File: src/rtl/rod_pkg.sv
`default_nettype none
package rod_pkg;

    // frame limits
    localparam int MAX_COLS  = 64;
    localparam int MAX_ROWS  = 64;
    localparam int DEPTH     = MAX_COLS * MAX_ROWS;
    localparam int ADDR_W    = (DEPTH > 1) ? $clog2(DEPTH) : 1;
    localparam int COL_W     = (MAX_COLS > 1) ? $clog2(MAX_COLS) : 1;
    localparam int ROW_W     = (MAX_ROWS > 1) ? $clog2(MAX_ROWS) : 1;

    // field widths
    localparam int FIELD_W   = 12;
    localparam int CFG_W     = 7;
    localparam int PIX_W     = 8;
    localparam int CNT_W     = 13;
    localparam int COORD_W   = 14;   // holds anchor + span +/- 1
    localparam int S_DATA_W  = 56;
    localparam int M_DATA_W  = 24;

    // register indexes
    localparam logic REG_FRAME_COLS = 1'b0;
    localparam logic REG_FRAME_ROWS = 1'b1;

    // opcodes
    localparam logic OP_DRAW = 1'b0;
    localparam logic OP_READ = 1'b1;

    typedef logic signed [COORD_W-1:0] coord_t;

    typedef struct packed {
        logic              we;
        logic [ADDR_W-1:0] addr;
        logic [PIX_W-1:0]  wdata;
    } rod_mem_req_t;

    typedef struct packed {
        logic             valid;
        logic [PIX_W-1:0] pixel;
        logic             outside;
        logic [CNT_W-1:0] count;
    } rod_res_t;

    function automatic logic [ADDR_W-1:0] pix_addr(input coord_t col, input coord_t row);
        logic [ADDR_W-1:0] r_a;
        logic [ADDR_W-1:0] c_a;
        r_a = ADDR_W'(row[ROW_W-1:0]);
        c_a = ADDR_W'(col[COL_W-1:0]);
        return ADDR_W'(r_a * ADDR_W'(MAX_COLS)) + c_a;
    endfunction

endpackage
`default_nettype wire

File: src/rtl/rod_draw.sv
`default_nettype none
module rod_draw (
    input  wire logic                          aclk,
    input  wire logic                          aresetn,
    input  wire logic                          s_tvalid,
    output logic                               s_tready,
    input  wire logic                          s_tuser,
    input  wire logic [rod_pkg::S_DATA_W-1:0]  s_tdata,
    input  wire logic [rod_pkg::CFG_W-1:0]     frame_cols,
    input  wire logic [rod_pkg::CFG_W-1:0]     frame_rows,
    output rod_pkg::rod_mem_req_t              mem_req,
    input  wire logic [rod_pkg::PIX_W-1:0]     mem_rdata,
    output rod_pkg::rod_res_t                  res,
    input  wire logic                          res_ready
);
    import rod_pkg::*;

    typedef enum logic [10:0] {
        ST_CLEAR = 11'b00000000001,
        ST_IDLE  = 11'b00000000010,
        ST_SETUP = 11'b00000000100,
        ST_CLIP  = 11'b00000001000,
        ST_ROW   = 11'b00000010000,
        ST_HLINE = 11'b00000100000,
        ST_LEFT  = 11'b00001000000,
        ST_RIGHT = 11'b00010000000,
        ST_RD    = 11'b00100000000,
        ST_RWAIT = 11'b01000000000,
        ST_DONE  = 11'b10000000000
    } state_t;

    state_t state_reg, state_next;

    logic                      op_reg, op_next;
    logic signed [FIELD_W-1:0] ax_reg, ax_next, ay_reg, ay_next;
    logic signed [FIELD_W-1:0] sw_reg, sw_next, sh_reg, sh_next;
    logic [PIX_W-1:0]          color_reg, color_next;
    coord_t clo_reg, clo_next, chi_reg, chi_next, rlo_reg, rlo_next, rhi_reg, rhi_next;
    coord_t c0_reg, c0_next, c1_reg, c1_next, r1_reg, r1_next;
    coord_t row_reg, row_next, col_reg, col_next;
    coord_t ecols_reg, ecols_next, erows_reg, erows_next;
    logic                      empty_reg, empty_next;
    logic [CNT_W-1:0]          cnt_reg, cnt_next;
    logic [PIX_W-1:0]          pix_reg, pix_next;
    logic                      out_reg, out_next;
    logic [ADDR_W-1:0]         clr_addr_reg, clr_addr_next;

    coord_t ax_w, ay_w, sw_w, sh_w, fc_w, fr_w;
    coord_t csum, rsum;
    logic   clear_last;
    logic   clo_in, chi_in, rd_in;
    logic [CNT_W-1:0] cnt_inc;

    assign ax_w = COORD_W'(ax_reg);
    assign ay_w = COORD_W'(ay_reg);
    assign sw_w = COORD_W'(sw_reg);
    assign sh_w = COORD_W'(sh_reg);
    assign fc_w = $signed(COORD_W'(frame_cols));
    assign fr_w = $signed(COORD_W'(frame_rows));
    assign csum = ax_w + sw_w;
    assign rsum = ay_w + sh_w;

    assign clear_last = (clr_addr_reg == ADDR_W'(DEPTH - 1));
    assign clo_in     = (clo_reg >= 0) && (clo_reg < ecols_reg);
    assign chi_in     = (chi_reg >= 0) && (chi_reg < ecols_reg);
    assign rd_in      = (ax_w >= 0) && (ay_w >= 0) && (ax_w < ecols_reg) && (ay_w < erows_reg);
    assign cnt_inc    = (cnt_reg == {CNT_W{1'b1}}) ? cnt_reg : cnt_reg + 1'b1;

    assign s_tready = (state_reg == ST_IDLE);

    always_comb begin
        state_next    = state_reg;
        op_next       = op_reg;
        ax_next       = ax_reg;
        ay_next       = ay_reg;
        sw_next       = sw_reg;
        sh_next       = sh_reg;
        color_next    = color_reg;
        clo_next      = clo_reg;
        chi_next      = chi_reg;
        rlo_next      = rlo_reg;
        rhi_next      = rhi_reg;
        c0_next       = c0_reg;
        c1_next       = c1_reg;
        r1_next       = r1_reg;
        row_next      = row_reg;
        col_next      = col_reg;
        ecols_next    = ecols_reg;
        erows_next    = erows_reg;
        empty_next    = empty_reg;
        cnt_next      = cnt_reg;
        pix_next      = pix_reg;
        out_next      = out_reg;
        clr_addr_next = clr_addr_reg;
        mem_req.we    = 1'b0;
        mem_req.addr  = pix_addr(col_reg, row_reg);
        mem_req.wdata = color_reg;

        unique case (state_reg)
            ST_CLEAR: begin
                mem_req.we    = 1'b1;
                mem_req.addr  = clr_addr_reg;
                mem_req.wdata = '0;
                clr_addr_next = clr_addr_reg + 1'b1;
                if (clear_last) begin
                    state_next = ST_IDLE;
                end
            end
            ST_IDLE: begin
                if (s_tvalid) begin
                    op_next    = s_tuser;
                    ax_next    = $signed(s_tdata[11:0]);
                    ay_next    = $signed(s_tdata[23:12]);
                    sw_next    = $signed(s_tdata[35:24]);
                    sh_next    = $signed(s_tdata[47:36]);
                    color_next = s_tdata[55:48];
                    cnt_next   = '0;
                    pix_next   = '0;
                    out_next   = 1'b0;
                    state_next = (s_tuser == OP_READ) ? ST_RD : ST_SETUP;
                end
                ecols_next = (fc_w > COORD_W'(MAX_COLS)) ? COORD_W'(MAX_COLS) : fc_w;
                erows_next = (fr_w > COORD_W'(MAX_ROWS)) ? COORD_W'(MAX_ROWS) : fr_w;
            end
            ST_SETUP: begin
                empty_next = (sw_reg == 0) || (sh_reg == 0);
                if (sw_reg > 0) begin
                    clo_next = ax_w;
                    chi_next = csum - COORD_W'(1);
                end else begin
                    clo_next = csum + COORD_W'(1);
                    chi_next = ax_w;
                end
                if (sh_reg > 0) begin
                    rlo_next = ay_w;
                    rhi_next = rsum - COORD_W'(1);
                end else begin
                    rlo_next = rsum + COORD_W'(1);
                    rhi_next = ay_w;
                end
                state_next = ST_CLIP;
            end
            ST_CLIP: begin
                row_next   = (rlo_reg < 0) ? '0 : rlo_reg;
                r1_next    = (rhi_reg > erows_reg - COORD_W'(1)) ? erows_reg - COORD_W'(1)
                                                                 : rhi_reg;
                c0_next    = (clo_reg < 0) ? '0 : clo_reg;
                c1_next    = (chi_reg > ecols_reg - COORD_W'(1)) ? ecols_reg - COORD_W'(1)
                                                                 : chi_reg;
                state_next = ST_ROW;
            end
            ST_ROW: begin
                priority if (empty_reg || (row_reg > r1_reg)) begin
                    state_next = ST_DONE;
                end else if ((row_reg == rlo_reg) || (row_reg == rhi_reg)) begin
                    col_next   = c0_reg;
                    state_next = ST_HLINE;
                end else begin
                    state_next = ST_LEFT;
                end
            end
            ST_HLINE: begin
                if (col_reg <= c1_reg) begin
                    mem_req.we = 1'b1;
                    cnt_next   = cnt_inc;
                    col_next   = col_reg + COORD_W'(1);
                end else begin
                    row_next   = row_reg + COORD_W'(1);
                    state_next = ST_ROW;
                end
            end
            ST_LEFT: begin
                mem_req.addr = pix_addr(clo_reg, row_reg);
                if (clo_in) begin
                    mem_req.we = 1'b1;
                    cnt_next   = cnt_inc;
                end
                if (chi_reg != clo_reg) begin
                    state_next = ST_RIGHT;
                end else begin
                    row_next   = row_reg + COORD_W'(1);
                    state_next = ST_ROW;
                end
            end
            ST_RIGHT: begin
                mem_req.addr = pix_addr(chi_reg, row_reg);
                if (chi_in) begin
                    mem_req.we = 1'b1;
                    cnt_next   = cnt_inc;
                end
                row_next   = row_reg + COORD_W'(1);
                state_next = ST_ROW;
            end
            ST_RD: begin
                mem_req.addr = pix_addr(ax_w, ay_w);
                if (rd_in) begin
                    state_next = ST_RWAIT;
                end else begin
                    out_next   = 1'b1;
                    state_next = ST_DONE;
                end
            end
            ST_RWAIT: begin
                pix_next   = mem_rdata;
                state_next = ST_DONE;
            end
            ST_DONE: begin
                if (res_ready) begin
                    state_next = ST_IDLE;
                end
            end
            default: begin
                state_next = ST_IDLE;
            end
        endcase
    end

    assign res.valid   = (state_reg == ST_DONE);
    assign res.pixel   = pix_reg;
    assign res.outside = out_reg;
    assign res.count   = cnt_reg;

    always_ff @(posedge aclk) begin
        if (!aresetn) begin
            state_reg    <= ST_CLEAR;
            clr_addr_reg <= '0;
        end else begin
            state_reg    <= state_next;
            clr_addr_reg <= clr_addr_next;
        end
    end

    always_ff @(posedge aclk) begin
        op_reg    <= op_next;
        ax_reg    <= ax_next;
        ay_reg    <= ay_next;
        sw_reg    <= sw_next;
        sh_reg    <= sh_next;
        color_reg <= color_next;
        clo_reg   <= clo_next;
        chi_reg   <= chi_next;
        rlo_reg   <= rlo_next;
        rhi_reg   <= rhi_next;
        c0_reg    <= c0_next;
        c1_reg    <= c1_next;
        r1_reg    <= r1_next;
        row_reg   <= row_next;
        col_reg   <= col_next;
        ecols_reg <= ecols_next;
        erows_reg <= erows_next;
        empty_reg <= empty_next;
        cnt_reg   <= cnt_next;
        pix_reg   <= pix_next;
        out_reg   <= out_next;
    end

    // memory is only written by the clear sweep or the outline walk
    a_we_states: assert property (@(posedge aclk) disable iff (!aresetn)
        mem_req.we |-> (state_reg == ST_CLEAR || state_reg == ST_HLINE ||
                        state_reg == ST_LEFT || state_reg == ST_RIGHT))
        else $error("frame write outside clear or draw");

    a_clear_runs: assert property (@(posedge aclk) disable iff (!aresetn)
        (state_reg == ST_CLEAR && !clear_last) |=> (state_reg == ST_CLEAR))
        else $error("clear sweep left early");

    a_read_result: assert property (@(posedge aclk) disable iff (!aresetn)
        (res.valid && op_reg == OP_READ) |-> (res.count == '0))
        else $error("read result carries a pixel count");

    a_draw_result: assert property (@(posedge aclk) disable iff (!aresetn)
        (res.valid && op_reg == OP_DRAW) |-> (res.pixel == '0 && !res.outside))
        else $error("draw result carries read fields");

endmodule
`default_nettype wire

File: config.mk
export PLATFORM = sky130hd
export DESIGN_NAME = rod_draw
export DESIGN_NICKNAME = d
export VERILOG_FILES = /design/src/rtl/rod_pkg.sv /design/src/rtl/rod_draw.sv
export SDC_FILE = /design/constraint.sdc
export NUM_CORES = 1
export LEC_CHECK = 0
export BUFFER_PORTS_ARGS = -buffer_cell sky130_fd_sc_hd__buf_2
export CELL_PAD_IN_SITES_DETAIL_PLACEMENT = 1
export CELL_PAD_IN_SITES_GLOBAL_PLACEMENT = 2
export CORE_UTILIZATION = 35
export CTS_CLUSTER_SIZE = 40
export DETAILED_ROUTE_END_ITERATION = 7
export GPL_ROUTABILITY_DRIVEN = 0
export PLACE_DENSITY_LB_ADDON = 0.1
export RECOVER_POWER = 25
export SYNTH_ARGS = -nofsm -noshare
export SYNTH_HDL_FRONTEND = slang
export SYNTH_SLANG_ARGS = --single-unit
File: constraint.sdc
create_clock -name aclk -period 6.9 [get_ports aclk]
set_input_delay 1.38 -clock aclk [delete_from_list [all_inputs] [get_ports aclk]]
set_output_delay 1.38 -clock aclk [all_outputs]
set_load 0.01 [all_outputs]
* Word-level counts from Yosys, hierarchy flattened *
Index checks and enable logic that the tools add are counted.
Widths: inputs -> output; s select.

word-level totals
  register bits after elaboration = 256
  output and inout bits = 45

cells by class
  add/sub/neg operators = 16
  order comparisons = 18
  equality and inequality tests = 27
  mux-type cells = 41
  reductions and logical operators = 23

operator list
  cell                   number
  $mux 14                12
  $pmux 11 s10           1
  $mux 11                6
  $mux 13                5
  $logic_not 32->1       2
  $pmux 14 s4            1
  $pmux 13 s4            1
  $add 12x12->12         4
  $pmux 12 s4            1
  $gt 14x14->1           3
  $add 13x2->14 const B  2
  $add 14x2->14 const B  2
  $eq 14x14->1           2
  $ge 14x1->1 const B    2
  $lt 12x14->1           2
  $lt 14x1->1 const B    2
  $lt 14x14->1           2
  $pmux 14 s2            1
  $sub 13x2->14 const B  2
  $sub 14x2->14 const B  2
  $add 12x12->13         2
  $ge 12x1->1 const B    2
  $gt 12x1->1 const B    2
  $mux 8                 3
  other kinds (35)       61

* Logic depth before layout (Yosys ltp) *
  word-level depth = 6
  mapped depth = 15
  gate-level depth less buffers = 13

* Worst setup path after synthesis *
Ideal clock, no wire load.

  path type = reg-to-output
  from = register state_reg[1]
  to = output port mem_req[19] (netlist name)
  arrival time = 3.161 ns
  required time = 5.520 ns
  slack = 2.359 ns
  cell stages (with the launch flop) = 14
  cell sequence = dfxtp_1 nor2_1 nand4_2 nor4b_1 a22oi_1 o31ai_2 ha_1 a21o_1 a21oi_1 o21bai_1 a21oi_1 xnor2_1 xnor2_1 o21ai_1

RTL lines
  element                 RTL line         RTL
  start, declared         rod_draw.sv:32   state_t state_reg, state_next;
  start signal, assigned  rod_draw.sv:228  state_reg <= state_next;
  end, declared           rod_draw.sv:11   output rod_pkg::rod_mem_req_t mem_req,

==> summary.txt <==
Outcome
  – Status: complete, but fails checks
  – Failing checks: max-capacitance violations, max-slew violations

Timing
  – RSZ-0062 raised after global routing: no
  – Endpoints failing setup: 0
  – Final min period: slightly above 6 ns
  – Layout Skew: 0.02264 ns
  – Final hold vios: 0
  – Rel. slew slack: -16.73%
  – Slew @ Worst Pin: 1.751 ns
  – Final period utilization: 89.28%
  – Slack of the critical path: around 0.74 ns
  – Max Slew Vio Count: 73
  – Peak Freq: between 150 and 200 MHz
  – Total Neg Setup Slack: 0 ns
  – Min Hold Slack: ~0.52 ns

Pwr
  – Overall power: ~3.5 mW
  – VDD IR-drop max: roughly 0.18 mV
  – Pwr per Cell Area: between 150 and 200 mW/mm^2
  – Pleak: around 7 nW

Worst setup path
  – Arrival time at the worst endpoint: about 4.8 ns
  – Cell Chain, Critical Path: nor2_1, nand4_1, nor4b_1, a22oi_1, o31ai_2, ha_1, a21o_1, a21oi_1, o21bai_1, a21oi_1, xnor2_1, xnor2_1, o21ai_1, buf_2
  – Worst Setup End Kind: primary output
  – CP Class: flop to primary output
  – Startpoint types: flop
  – CP max stage delay: 0.96 ns
  – CP Buf/Inv Count: 1
  – Crit path max fanout: 8
  – Req. time, crit path: 5.52 ns
  – Slowest cell on the critical path: nor4b_1
  – CP top delay family: simple AND/OR/NAND/NOR gates

Cells and area
  – Area Growth Syn to Fin: 14.67%
  – Layout cell share with drive strength beyond 1: between 10 and 15%
  – Antenna Cells: 0
  – Post-Layout Cell Count: ~2200
  – Fill count: 4868
  – Final Cell Area: between 0.015 and 0.02 sq mm
  – Layout Nets: around 1800
  – Util after Layout: around two fifths

Die
  – Die span in x: about 210 microns
  – Core Rows: between 70 and 80
  – Num ports: roughly 130
  – Die H: 212.8 microns
  – Die Area: roughly 0.045 sq mm
  – Core area: about 0.043 sq mm
  – Initial Utilization: a little over a third

Synthesis
  – Post-Syn Nets: approximately 1700
  – Post-synth EDFFs: roughly 220
  – Post-Syn Instances: 1492
  – Top_reg_cell synth: edfxtp_1
  – Ys async rst share: 0%
  – Register bit total from synthesis: approximately 240
  – Yosys cell types: 83
  – Synthesized area: around 0.016 sq mm
  – Syn avg cell area: between 10 and 15 sq um
  – YS warnings: 0
  – Sequential fraction of the synthesis area: a little under half

Routing
  – Drt first pass iters: 5
  – Via Count: roughly 12000
  – WL per Instance: between 20 and 25 microns
  – DRT iter0 DRCs: approximately 630
  – Total wire length: 45.16 mm
  – Vias per inst: between 5 and 6
  – Antenna Nets Post-Route: 0
  – # DRC: 0

Worst hold path
  – Hold crit path type: flop to flop

Placement
  – Cell Area, Placed: about 0.017 sq mm
  – Setup WS pre-CTS: 1.580 ns
  – Number of port buffers: ~130
  – DP Cell Count: 2168
  – Post-DP HPWL: around 35 mm

Clock network
  – Post_cts resized: 0
  – Clock Path Buffers: 3
  – Clock Pin Slew Worst Setup and Hold Paths: about 0.06 ns
  – H-tree depth: 1
  – TritonCTS clock tree: built
  – Root Driver: clkbuf_16
  – Setup Fix Bufs, Post-CTS: 0
  – CTS Buf Count: 31
  – Hold Buf Count CTS: 0
  – Worst skew pair latency: roughly 0.6 ns
  – Clock sink total: roughly 240

Run
  – Max_cap viols: 2

Global route
  – Vias in the first global route: between 10000 and 15000
  – Largest net degree at the start of global routing: 60
  – First-pass GRT wire length: about 70 mm
  – GRT Total Usage: between 20% and 30%
  – Initial antenna violation count: 2
  – Global route overflow: 0
[per-layer routing]
metal / up-vias / share of wire [%] / global-route usage (%)
li1: 5699 / - / -
met1: 5633 / 50 / 29.50
met3: 55 / 4.9 / 3.074
met2: 268 / 43 / 31.36
met5: - / 0.033 / 0
met4: 2 / 1.9 / 4.887
[cells in the mapped netlist (all sizes together), types with 4 or more instances]
library cell | number | area, sq um
nand4b | 4 | 35.03
a21boi | 5 | 37.53
o211ai | 4 | 30.03
nor2 | 92 | 352.8
a22oi | 9 | 67.56
nor2b | 46 | 287.8
o311ai | 4 | 70.07
o21bai | 4 | 30.03
and4 | 7 | 61.31
nor3b | 6 | 50.05
dfxtp | 23 | 460.4
and2 | 20 | 125.1
ha | 125 | 1564
a21oi | 50 | 254.0
a222oi | 5 | 50.05
nor4 | 27 | 181.4
o31ai | 8 | 65.06
or3 | 8 | 55.05
clkbuf | 41 | 156.4
mux2i | 16 | 160.2
inv | 102 | 382.9
xor2 | 65 | 576.8
fa | 4 | 80.08
a31oi | 14 | 87.58
nand2 | 109 | 411.7
nand4 | 35 | 225.2
a211oi | 5 | 37.54
nand2b | 12 | 75.07
mux2 | 16 | 180.2
and3 | 29 | 181.4
or2 | 11 | 71.32
a211o | 5 | 43.79
o21ai | 82 | 410.4
nor3 | 32 | 165.2
a21o | 44 | 330.3
nand3 | 46 | 235.2
a221oi | 4 | 41.29
edfxtp | 219 | 6576
buf | 7 | 46.29
o21a | 13 | 97.59
nand3b | 15 | 112.6
and4b | 4 | 40.04
nor4b | 4 | 62.56
xnor2 | 85 | 752.0
[power by group]
group          switching (mW)  internal, mW
Sequential             0.0167          1.60
Clock                   0.669         0.979
Combinational           0.134        0.0937
Total                   0.819          2.67
[path summary, 6_finish.rpt]
| check | startpoint | to | cells after the start | slack, ns |
|---|---|---|---|---|
| setup / recovery | state_reg[1] | mem_req[19] | 14 | 0.74 |
| hold / removal | clr_addr_reg[11] | clr_addr_reg[11] | 2 | 0.52 |
| setup reg to reg | state_reg[5] | pix_reg[3] | 7 | 3.01 |
| hold reg to reg | clr_addr_reg[11] | clr_addr_reg[11] | 2 | 0.52 |
[cell usage in the layout (no fill, tap or decap), types with 29 or more instances in the layout]
cell,count
nor2_1,91
clkbuf_16,31
nand3_1,45
o21ai_0,78
xnor2_1,84
a21oi_1,49
buf_2,125
and3_1,29
nor3_1,30
nand2_1,108
nand4_1,35
ha_1,125
xor2_1,64
inv_1,102
a21o_1,44
edfxtp_1,219
nor2b_1,46
[area by class of cell]
type | instances | area [sq um] | area share [%]
multi-input cells | 1100 | 7940 | 44.53
flip-flops and latches | 242 | 7037 | 39.47
clock buffers | 36 | 794.5 | 4.456
well taps | 585 | 732.0 | 4.105
repair buffers | 139 | 704.4 | 3.951
inverters | 102 | 382.9 | 2.147
clock inverters | 21 | 239.0 | 1.340
[kinds of logic (layout without fill, tap and decap cells)]
family | after synthesis | after routing | synth area share, %
AO/OA/AOI/OAI | 278 | 278 | 11.93
other | 1 | 1 | 0.02412
XOR/XNOR | 150 | 150 | 8.546
AND/OR/NAND/NOR | 510 | 510 | 17.71
multiplexers | 32 | 32 | 2.189
adder cells (fa/ha/maj) | 129 | 129 | 10.57
flip-flops | 242 | 242 | 45.26
buffers and inverters | 150 | 298 | 3.766
[worst register-to-register path, stage by stage (launching register included)]
cell	delay [ns]
dfxtp_1	0.40
or3_1	0.48
nor4_1	0.43
nand4b_1	0.31
inv_1	0.75
and2_2	0.27
buf_4	0.57
or2_2	0.36
(Power assumes the default switching activity.)
